File: src/design/swac_pkg.sv
// shared types and constants for the sleep/wake alarm controller
`timescale 1ns / 1ps
`default_nettype none

package swac_pkg;

    typedef enum logic [1:0] {
        MODE_AWAKE  = 2'd0,
        MODE_ASLEEP = 2'd1,
        MODE_WAKE   = 2'd2
    } t_mode;

    typedef enum logic [2:0] {
        REG_SLEEP_HOURS        = 3'd0,
        REG_WAKE_LIMIT_SECONDS = 3'd1,
        REG_STILL_NEEDED       = 3'd2,
        REG_LOW_PULSE_NEEDED   = 3'd3,
        REG_SLEEP_PULSE_MAX    = 3'd4,
        REG_VALID_PULSE_MIN    = 3'd5,
        REG_VALID_PULSE_MAX    = 3'd6
    } t_reg_idx;

    localparam logic OP_EVALUATE = 1'b0;
    localparam logic OP_TICK     = 1'b1;

    localparam int REPORT_EVERY_DEF = 2;

    localparam int PADDR_W = 5;
    localparam int PDATA_W = 32;

    localparam int HOURS_W = 5;
    localparam int SECS_W  = 17;
    localparam int BYTE_W  = 8;

    localparam logic [11:0]      SECONDS_PER_HOUR = 12'd3600;
    localparam logic [BYTE_W-1:0] PULSE_FLOOR     = 8'd30;
    localparam logic [BYTE_W-1:0] REPORT_MAX      = 8'd200;
    localparam logic [BYTE_W-1:0] COUNT_MAX       = 8'd255;

    localparam logic [HOURS_W-1:0] SLEEP_HOURS_RST      = 5'd8;
    localparam logic [SECS_W-1:0]  WAKE_LIMIT_RST       = 17'd0;
    localparam logic [BYTE_W-1:0]  STILL_NEEDED_RST     = 8'd10;
    localparam logic [BYTE_W-1:0]  LOW_PULSE_NEEDED_RST = 8'd10;
    localparam logic [BYTE_W-1:0]  SLEEP_PULSE_MAX_RST  = 8'd100;
    localparam logic [BYTE_W-1:0]  VALID_PULSE_MIN_RST  = 8'd25;
    localparam logic [BYTE_W-1:0]  VALID_PULSE_MAX_RST  = 8'd220;

endpackage

`default_nettype wire

File: src/design/sleep_wake_alarm_controller_core.sv
// Sleep/wake alarm controller: takes one request per cycle and returns one result per
// request in the next cycle through an output register. Each request (evaluate or
// one-second tick) is processed in a single pass of logic between the state registers
// and the result register, so the block sustains one request per clock; it only stalls
// when the result register is full and not being taken. Configuration registers sit on
// an APB port at byte addresses 4*i and should be written only while the block is idle.
`timescale 1ns / 1ps
`default_nettype none

module sleep_wake_alarm_controller_core #(
    parameter int REPORT_EVERY = swac_pkg::REPORT_EVERY_DEF
) (
    input  wire logic                          i_clk,
    input  wire logic                          i_rst_n,

    input  wire logic                          psel,
    input  wire logic                          penable,
    input  wire logic                          pwrite,
    input  wire logic [swac_pkg::PADDR_W-1:0]  paddr,
    input  wire logic [swac_pkg::PDATA_W-1:0]  pwdata,
    output logic      [swac_pkg::PDATA_W-1:0]  prdata,
    output logic                               pready,

    input  wire logic                          i_in_valid,
    output logic                               o_in_ready,
    input  wire logic                          i_operation,
    input  wire logic                          i_motion_still,
    input  wire logic [7:0]                    i_heart_rate,
    input  wire logic                          i_button_pressed,
    input  wire logic                          i_fall_flagged,
    input  wire logic                          i_link_ready,

    output logic                               o_out_valid,
    input  wire logic                          i_out_ready,
    output logic      [1:0]                    o_mode,
    output logic                               o_wake_actuators_on,
    output logic                               o_actuators_stop,
    output logic                               o_fall_alert,
    output logic                               o_report_valid,
    output logic      [7:0]                    o_report_pulse_avg
);

    localparam int SUM_W       = $clog2(REPORT_EVERY * 255 + 1);
    localparam int CNT_W       = (REPORT_EVERY > 1) ? $clog2(REPORT_EVERY) : 1;
    localparam int RECIP_SHIFT = 24;
    localparam int RECIP_W     = RECIP_SHIFT + 1;
    localparam logic [RECIP_W-1:0] RECIP =
        RECIP_W'(((64'd1 << RECIP_SHIFT) + REPORT_EVERY - 1) / REPORT_EVERY);
    localparam logic [CNT_W-1:0] LAST_READING = CNT_W'(REPORT_EVERY - 1);

    // configuration registers
    logic [swac_pkg::HOURS_W-1:0] r_sleep_hours;
    logic [swac_pkg::SECS_W-1:0]  r_wake_limit;
    logic [7:0]                   r_still_needed;
    logic [7:0]                   r_low_needed;
    logic [7:0]                   r_sleep_pulse_max;
    logic [7:0]                   r_valid_min;
    logic [7:0]                   r_valid_max;

    // run state
    swac_pkg::t_mode              r_mode, n_mode;
    logic [7:0]                   r_still_secs, n_still_secs;
    logic [7:0]                   r_low_secs, n_low_secs;
    logic [swac_pkg::SECS_W-1:0]  r_countdown, n_countdown;
    logic                         r_loaded, n_loaded;
    logic [SUM_W-1:0]             r_pulse_sum, n_pulse_sum;
    logic [CNT_W-1:0]             r_readings, n_readings;

    // result register
    logic                         r_out_valid;
    swac_pkg::t_mode              r_res_mode;
    logic                         r_res_wake_on, n_res_wake_on;
    logic                         r_res_stop, n_res_stop;
    logic                         r_res_alert, n_res_alert;
    logic                         r_res_rvalid, n_res_rvalid;
    logic [7:0]                   r_res_avg, n_res_avg;

    logic                         w_accept;
    logic                         w_cfg_wr;
    logic [2:0]                   w_cfg_idx;
    logic [16:0]                  w_full_time;
    logic [swac_pkg::SECS_W-1:0]  w_load_time;
    logic [SUM_W-1:0]             w_sum_add;
    logic [SUM_W+RECIP_W-1:0]     w_prod;
    logic [7:0]                   w_avg;
    logic                         w_hr_valid;

    assign pready     = 1'b1;
    assign o_in_ready = !r_out_valid || i_out_ready;
    assign w_accept   = i_in_valid && o_in_ready;
    assign w_cfg_wr   = psel && penable && pwrite && pready;
    assign w_cfg_idx  = paddr[4:2];

    always_ff @(posedge i_clk) begin
        if (!i_rst_n) begin
            r_sleep_hours     <= swac_pkg::SLEEP_HOURS_RST;
            r_wake_limit      <= swac_pkg::WAKE_LIMIT_RST;
            r_still_needed    <= swac_pkg::STILL_NEEDED_RST;
            r_low_needed      <= swac_pkg::LOW_PULSE_NEEDED_RST;
            r_sleep_pulse_max <= swac_pkg::SLEEP_PULSE_MAX_RST;
            r_valid_min       <= swac_pkg::VALID_PULSE_MIN_RST;
            r_valid_max       <= swac_pkg::VALID_PULSE_MAX_RST;
        end else if (w_cfg_wr) begin
            case (w_cfg_idx)
                swac_pkg::REG_SLEEP_HOURS:        r_sleep_hours     <= pwdata[4:0];
                swac_pkg::REG_WAKE_LIMIT_SECONDS: r_wake_limit      <= pwdata[16:0];
                swac_pkg::REG_STILL_NEEDED:       r_still_needed    <= pwdata[7:0];
                swac_pkg::REG_LOW_PULSE_NEEDED:   r_low_needed      <= pwdata[7:0];
                swac_pkg::REG_SLEEP_PULSE_MAX:    r_sleep_pulse_max <= pwdata[7:0];
                swac_pkg::REG_VALID_PULSE_MIN:    r_valid_min       <= pwdata[7:0];
                swac_pkg::REG_VALID_PULSE_MAX:    r_valid_max       <= pwdata[7:0];
                default: begin
                end
            endcase
        end
    end

    always_comb begin
        case (w_cfg_idx)
            swac_pkg::REG_SLEEP_HOURS:        prdata = 32'(r_sleep_hours);
            swac_pkg::REG_WAKE_LIMIT_SECONDS: prdata = 32'(r_wake_limit);
            swac_pkg::REG_STILL_NEEDED:       prdata = 32'(r_still_needed);
            swac_pkg::REG_LOW_PULSE_NEEDED:   prdata = 32'(r_low_needed);
            swac_pkg::REG_SLEEP_PULSE_MAX:    prdata = 32'(r_sleep_pulse_max);
            swac_pkg::REG_VALID_PULSE_MIN:    prdata = 32'(r_valid_min);
            swac_pkg::REG_VALID_PULSE_MAX:    prdata = 32'(r_valid_max);
            default:                          prdata = '0;
        endcase
    end

    // countdown load value, clamped by the wake limit
    always_comb begin
        w_full_time = 17'(r_sleep_hours) * 17'(swac_pkg::SECONDS_PER_HOUR);
        if ((r_wake_limit != '0) && (r_wake_limit < w_full_time)) begin
            w_load_time = r_wake_limit;
        end else begin
            w_load_time = w_full_time;
        end
    end

    // window average by reciprocal multiply
    assign w_hr_valid = (i_heart_rate > r_valid_min) && (i_heart_rate < r_valid_max);
    assign w_sum_add  = r_pulse_sum + SUM_W'(i_heart_rate);
    assign w_prod     = (SUM_W+RECIP_W)'(w_sum_add) * (SUM_W+RECIP_W)'(RECIP);
    assign w_avg      = w_prod[RECIP_SHIFT +: 8];

    always_comb begin
        n_mode        = r_mode;
        n_still_secs  = r_still_secs;
        n_low_secs    = r_low_secs;
        n_countdown   = r_countdown;
        n_loaded      = r_loaded;
        n_pulse_sum   = r_pulse_sum;
        n_readings    = r_readings;
        n_res_wake_on = 1'b0;
        n_res_stop    = 1'b0;
        n_res_alert   = 1'b0;
        n_res_rvalid  = 1'b0;
        n_res_avg     = '0;
        if (i_operation == swac_pkg::OP_EVALUATE) begin
            unique case (r_mode)
                swac_pkg::MODE_AWAKE: begin
                    if ((r_still_secs >= r_still_needed) && (r_low_secs >= r_low_needed)) begin
                        n_still_secs = '0;
                        n_low_secs   = '0;
                        n_mode       = swac_pkg::MODE_ASLEEP;
                    end
                end
                swac_pkg::MODE_ASLEEP: begin
                    if (!r_loaded) begin
                        n_countdown = w_load_time;
                        n_loaded    = 1'b1;
                    end
                end
                swac_pkg::MODE_WAKE: begin
                    n_res_wake_on = 1'b1;
                    if (i_button_pressed) begin
                        n_res_stop   = 1'b1;
                        n_mode       = swac_pkg::MODE_AWAKE;
                        n_still_secs = '0;
                        n_low_secs   = '0;
                        n_countdown  = '0;
                        n_loaded     = 1'b0;
                        n_pulse_sum  = '0;
                        n_readings   = '0;
                    end
                end
                default: begin
                end
            endcase
            n_res_alert = (n_mode != swac_pkg::MODE_AWAKE) && i_fall_flagged && i_link_ready;
        end else begin
            unique case (r_mode)
                swac_pkg::MODE_AWAKE: begin
                    if (i_motion_still) begin
                        if (r_still_secs < swac_pkg::COUNT_MAX) begin
                            n_still_secs = r_still_secs + 8'd1;
                        end
                    end else begin
                        n_still_secs = '0;
                    end
                    if ((i_heart_rate >= swac_pkg::PULSE_FLOOR) &&
                        (i_heart_rate <= r_sleep_pulse_max)) begin
                        if (r_low_secs < swac_pkg::COUNT_MAX) begin
                            n_low_secs = r_low_secs + 8'd1;
                        end
                    end else begin
                        n_low_secs = '0;
                    end
                end
                swac_pkg::MODE_ASLEEP: begin
                    if (r_loaded) begin
                        if (r_countdown == '0) begin
                            n_mode = swac_pkg::MODE_WAKE;
                        end else begin
                            n_countdown = r_countdown - 17'd1;
                            if (w_hr_valid) begin
                                if (r_readings == LAST_READING) begin
                                    if ((w_avg >= swac_pkg::PULSE_FLOOR) &&
                                        (w_avg <= swac_pkg::REPORT_MAX)) begin
                                        n_res_rvalid = 1'b1;
                                        n_res_avg    = w_avg;
                                    end
                                    n_pulse_sum = '0;
                                    n_readings  = '0;
                                end else begin
                                    n_pulse_sum = w_sum_add;
                                    n_readings  = r_readings + CNT_W'(1);
                                end
                            end
                        end
                    end
                end
                swac_pkg::MODE_WAKE: begin
                end
                default: begin
                end
            endcase
        end
    end

    always_ff @(posedge i_clk) begin
        if (!i_rst_n) begin
            r_mode       <= swac_pkg::MODE_AWAKE;
            r_still_secs <= '0;
            r_low_secs   <= '0;
            r_countdown  <= '0;
            r_loaded     <= 1'b0;
            r_pulse_sum  <= '0;
            r_readings   <= '0;
        end else if (w_accept) begin
            r_mode       <= n_mode;
            r_still_secs <= n_still_secs;
            r_low_secs   <= n_low_secs;
            r_countdown  <= n_countdown;
            r_loaded     <= n_loaded;
            r_pulse_sum  <= n_pulse_sum;
            r_readings   <= n_readings;
        end
    end

    always_ff @(posedge i_clk) begin
        if (!i_rst_n) begin
            r_out_valid <= 1'b0;
        end else if (w_accept) begin
            r_out_valid <= 1'b1;
        end else if (i_out_ready) begin
            r_out_valid <= 1'b0;
        end
    end

    always_ff @(posedge i_clk) begin
        if (w_accept) begin
            r_res_mode    <= n_mode;
            r_res_wake_on <= n_res_wake_on;
            r_res_stop    <= n_res_stop;
            r_res_alert   <= n_res_alert;
            r_res_rvalid  <= n_res_rvalid;
            r_res_avg     <= n_res_avg;
        end
    end

    assign o_out_valid         = r_out_valid;
    assign o_mode              = r_res_mode;
    assign o_wake_actuators_on = r_res_wake_on;
    assign o_actuators_stop    = r_res_stop;
    assign o_fall_alert        = r_res_alert;
    assign o_report_valid      = r_res_rvalid;
    assign o_report_pulse_avg  = r_res_avg;

endmodule

`default_nettype wire

File: config.mk
export PLATFORM = sky130hd
export DESIGN_NAME = sleep_wake_alarm_controller_core
export DESIGN_NICKNAME = d
export VERILOG_FILES = /design/src/design/swac_pkg.sv /design/src/design/sleep_wake_alarm_controller_core.sv
export SDC_FILE = /design/constraint.sdc
export NUM_CORES = 1
export LEC_CHECK = 0
export BUFFER_PORTS_ARGS = -buffer_cell sky130_fd_sc_hd__buf_4
export CAP_MARGIN = 25
export CORE_MARGIN = 2
export CORE_UTILIZATION = 49
export CTS_CLUSTER_DIAMETER = 80
export DETAILED_ROUTE_END_ITERATION = 10
export GPL_TIMING_DRIVEN = 0
export PLACE_DENSITY_LB_ADDON = 0.3
export SLEW_MARGIN = 30
export SYNTH_ARGS = -nofsm -noshare
export SYNTH_HDL_FRONTEND = slang
export SYNTH_SLANG_ARGS = --single-unit
File: constraint.sdc
create_clock -name i_clk -period 4.4 [get_ports i_clk]
set_input_delay 0.88 -clock i_clk [delete_from_list [all_inputs] [get_ports i_clk]]
set_output_delay 0.88 -clock i_clk [all_outputs]
set_load 0.1 [all_outputs]
==> flow_metrics.py <==
metrics = {
    "outcome": {
        "status": "finished clean",
    },
    "critical_path": {
        "critPathArrivalTime_ps": 4590,
        "end_kind": "flop",
        "path_max_fanout": 7,
        "startpoint_type": "flop",
        "required_ps": 4760,
        "crit_type": "flop to flop",
        "critPathMaxStageDelay_ps": 450,
        "cp_common_cell": "ha_1",
        "crit_chain": "fa_1, ha_1, ha_1, ha_1, a21oi_1, nor2_1, nor2_1, xor2_1, ha_1, a21oi_1, nand2_1, a2111oi_4, buf_4, buf_4, mux2i_1, a32o_1",
        "cpMaxStageDelayCell": "dfxtp_2",
    },
    "logic_synthesis": {
        "ys_top_cells_by_area": "dfxtp_1, ha_1, nand2_1, a21oi_1, edfxtp_1",
        "netlist_instances": 981,
        "yosys.area_share.xor_xnor_pct": 1.73,
        "synth-main-ff-cell": "dfxtp_1",
        "async_flop_share_pct": 0,
        "synth_top_area_share_pct": 26.9,
        "synth_fa_ha_area_share_pct": 13.8,
        "synth_cell_types": 69,
        "ys_ff_latch": 123,
        "seq_area_frac_synth_pct": 32.1,
        "synth_simple_gate_area_share_pct": 18.8,
        "synth_top_family_by_area": "compound AO/OA/AOI/OAI gates",
        "avgSynthCellArea_um2": 8.25,
        "yosysWarnings": 0,
        "synth_edf_count": 14,
        "synth_area_mm2": 0.00810,
        "synth_compound_area_share_pct": 20.0,
        "post-synth-top-area-cell": "dfxtp_1",
        "synthMuxAreaShare_pct": 6.74,
    },
    "global_routing": {
        "grt_overflow": 0,
        "grt_pass1_vias": 7182,
        "grt_usage_pct": 26.6,
        "antenna_found_initial": 0,
        "grt_max_degree": 17,
        "grt_first_pass_wirelength_mm": 37.5,
    },
    "die": {
        "die_w_um": 133,
        "boundaryPins": 106,
        "rows": 46,
        "die_h_um": 133,
        "start_util_pct": 50.6,
        "core_area_mm2": 0.0160,
        "dieArea_mm2": 0.0176,
    },
    "timing": {
        "tightest_slew_ps": 894,
        "fin_hold_ws_ps": 462,
        "fin_skew_ps": 5.06,
        "fin_tns_setup_ps": 0,
        "fin_crit_sh_pct": 96.0,
        "period_minus_slack_ps": 4230,
        "setup_violations": 0,
        "hold_viol": 0,
        "finalWorstSetupSlack_ps": 174,
        "fmax_mhz": 237,
        "slew_violations": 0,
        "slew-limit-headroom_pct": 40.1,
    },
    "final_layout": {
        "stdcell_area_mm2": 0.00962,
        "seqCellArea_mm2": 0.00261,
        "nets": 1234,
        "diodes": 0,
        "area_delta_synth_final_pct": 18.8,
        "multiInputGateArea_mm2": 0.00503,
        "final_cells": 1317,
        "num-fill-cells": 1466,
        "final_layout_size_suffix_gt1_share_pct": 14.5,
        "fin_util_pct": 60.1,
    },
    "power_and_ir_drop": {
        "power_leakage_nw": 4.05,
        "switching_share_pct": 27.2,
        "ir_drop_uv": 273,
        "p_int_mw": 2.22,
        "pwr-share-seq_pct": 38.0,
        "p_total_mw": 3.04,
        "switching_power_mw": 0.826,
        "p_clk_share_pct": 47.8,
        "power_frac_comb_pct": 14.2,
        "power.density_mw_per_mm2": 316,
    },
    "place": {
        "pre_cts_ws_ps": -27.7,
        "port_buffers": 71,
        "place_inst": 1282,
        "dp_hpwl_mm": 17.2,
        "place_area_mm2": 0.00895,
        "place.gp.congestion": 0.975,
    },
    "clock_tree": {
        "cts.path.max_buffers": 2,
        "h-tree-depth": 4,
        "cts.sinks": 123,
        "root_buffer": "clkbuf_16",
        "clkTransAtPathRegs_ps": 60,
        "cts_buffers": 17,
        "cts_tree": "done",
        "worstSkewPairLatency_ps": 420,
    },
    "run": {
        "max_cap_violations": 0,
    },
    "drt": {
        "route.detailed.drc": 0,
        "dr.pass1.iters": 5,
        "ant_nets": 0,
        "drtIter0Drc": 659,
        "wl_per_cell_um": 17.7,
        "vias": 7771,
        "finalWirelength_mm": 23.4,
        "vias_per_cell": 5.90,
    },
    "min_path": {
        "hold_class": "flop to flop",
    },
}
placed cells by master, fill, tap and decap left out, drive strengths merged, types with 14 or more instances in the layout:
| master | n |
|---|---|
| nor2 | 71 |
| mux2i | 41 |
| o211ai | 19 |
| a21oi | 87 |
| buf | 101 |
| nand3 | 24 |
| nand2 | 118 |
| inv | 72 |
| clkbuf | 48 |
| ha | 83 |
| nor4 | 14 |
| conb | 16 |
| dfxtp | 109 |
| nor3 | 26 |
| edfxtp | 14 |
| o21ai | 59 |
final cells by class:
type	count	area share [%]
multi-input cells	748	52.3
flip-flops and latches	123	27.1
repair buffers	76	5.90
clock buffers	21	4.68
plain buffers	52	2.82
inverters	72	2.81
well taps	216	2.81
clock inverters	9	1.53
state kept, by name, summed over array words and instances, names as in the netlist, 8 cells and up:
name                flops
r_countdown            17
r_wake_limit           17
r_pulse_sum             9
o_report_pulse_avg      8
r_low_needed            8
r_low_secs              8
r_sleep_pulse_max       8
r_still_needed          8
r_still_secs            8
r_valid_max             8
r_valid_min             8
metal layers:
metal	global-route usage [%]	vias to the layer above	share of wire, %
li1	-	3712	-
met1	36.9	3623	45
met2	40.7	359	44
met3	4.98	77	7.6
met4	11.2	0	3.4
met5	0	-	0
path summary, 6_finish.rpt:
kind                             start                    to  slack (ps)  cells after the start
setup / recovery      r_sleep_hours[2]       r_countdown[16]         170                     16
hold / removal    r_sleep_pulse_max[3]  r_sleep_pulse_max[3]         460                      2
hold reg to reg   r_sleep_pulse_max[3]  r_sleep_pulse_max[3]         460                      2
setup reg to reg      r_sleep_hours[2]       r_countdown[16]         170                     16
worst max-delay path, delay by kind of cell, from the launching register on:
kind | cells | cell delay [ps]
and+or+nand+nor | 3 | 280
xor gates and xnor gates | 1 | 230
adders and majority gates | 5 | 1680
DFF | 1 | 450
AOI/OAI and AO/OA | 4 | 900
buffers and inverters | 2 | 310
muxes | 1 | 320
cells in the mapped netlist, types with 6 or more instances:
| cell type | number |
|---|---|
| and2_1 | 9 |
| nand2_1 | 118 |
| nand4_1 | 11 |
| a21o_1 | 7 |
| xor2_1 | 9 |
| o2bb2ai_1 | 10 |
| edfxtp_1 | 14 |
| mux2i_1 | 41 |
| clkbuf_1 | 27 |
| nor4_1 | 12 |
| and3_1 | 9 |
| xnor2_1 | 7 |
| dfxtp_1 | 109 |
| a21oi_1 | 87 |
| ha_1 | 83 |
| nand3_1 | 24 |
| nor2b_1 | 9 |
| nand2b_1 | 10 |
| mux2_2 | 8 |
| nor3_1 | 25 |
| inv_1 | 72 |
| o211ai_1 | 19 |
| or2_2 | 6 |
| o21ai_0 | 59 |
| buf_4 | 19 |
| a31oi_1 | 7 |
| nor2_1 | 71 |
| o22ai_1 | 10 |
repair_timing:
action | CTS | global route
setup buffers | 0 | 4
endpoints found under the setup margin | 2 | 17
gates cloned | 0 | 1
resized for setup | 3 | 8
hold buffers | 0 | 0
pin swaps | 0 | 1
power groups by stage:
stage / combinational (mW) / clock (mW) / sequential, mW
2_1_floorplan: 0.253 / 0 / 1.23
3_3_place_gp: 0.413 / 0 / 1.18
3_5_place_dp: 0.416 / 0 / 1.18
4_1_cts: 0.419 / 1.46 / 1.16
5_1_grt: 0.457 / 1.51 / 1.16
6_report: 0.433 / 1.45 / 1.15
logic make-up (layout without fill, tap and decap cells):
logic type | after synthesis | count (layout)
xor+xnor | 16 | 16
flops | 123 | 123
mux | 51 | 51
fa+ha+maj | 87 | 87
simple gates | 322 | 322
buf+inv | 124 | 230
compound gates | 256 | 256
other cells | 2 | 16
Power figures use the tool's default switching activity.
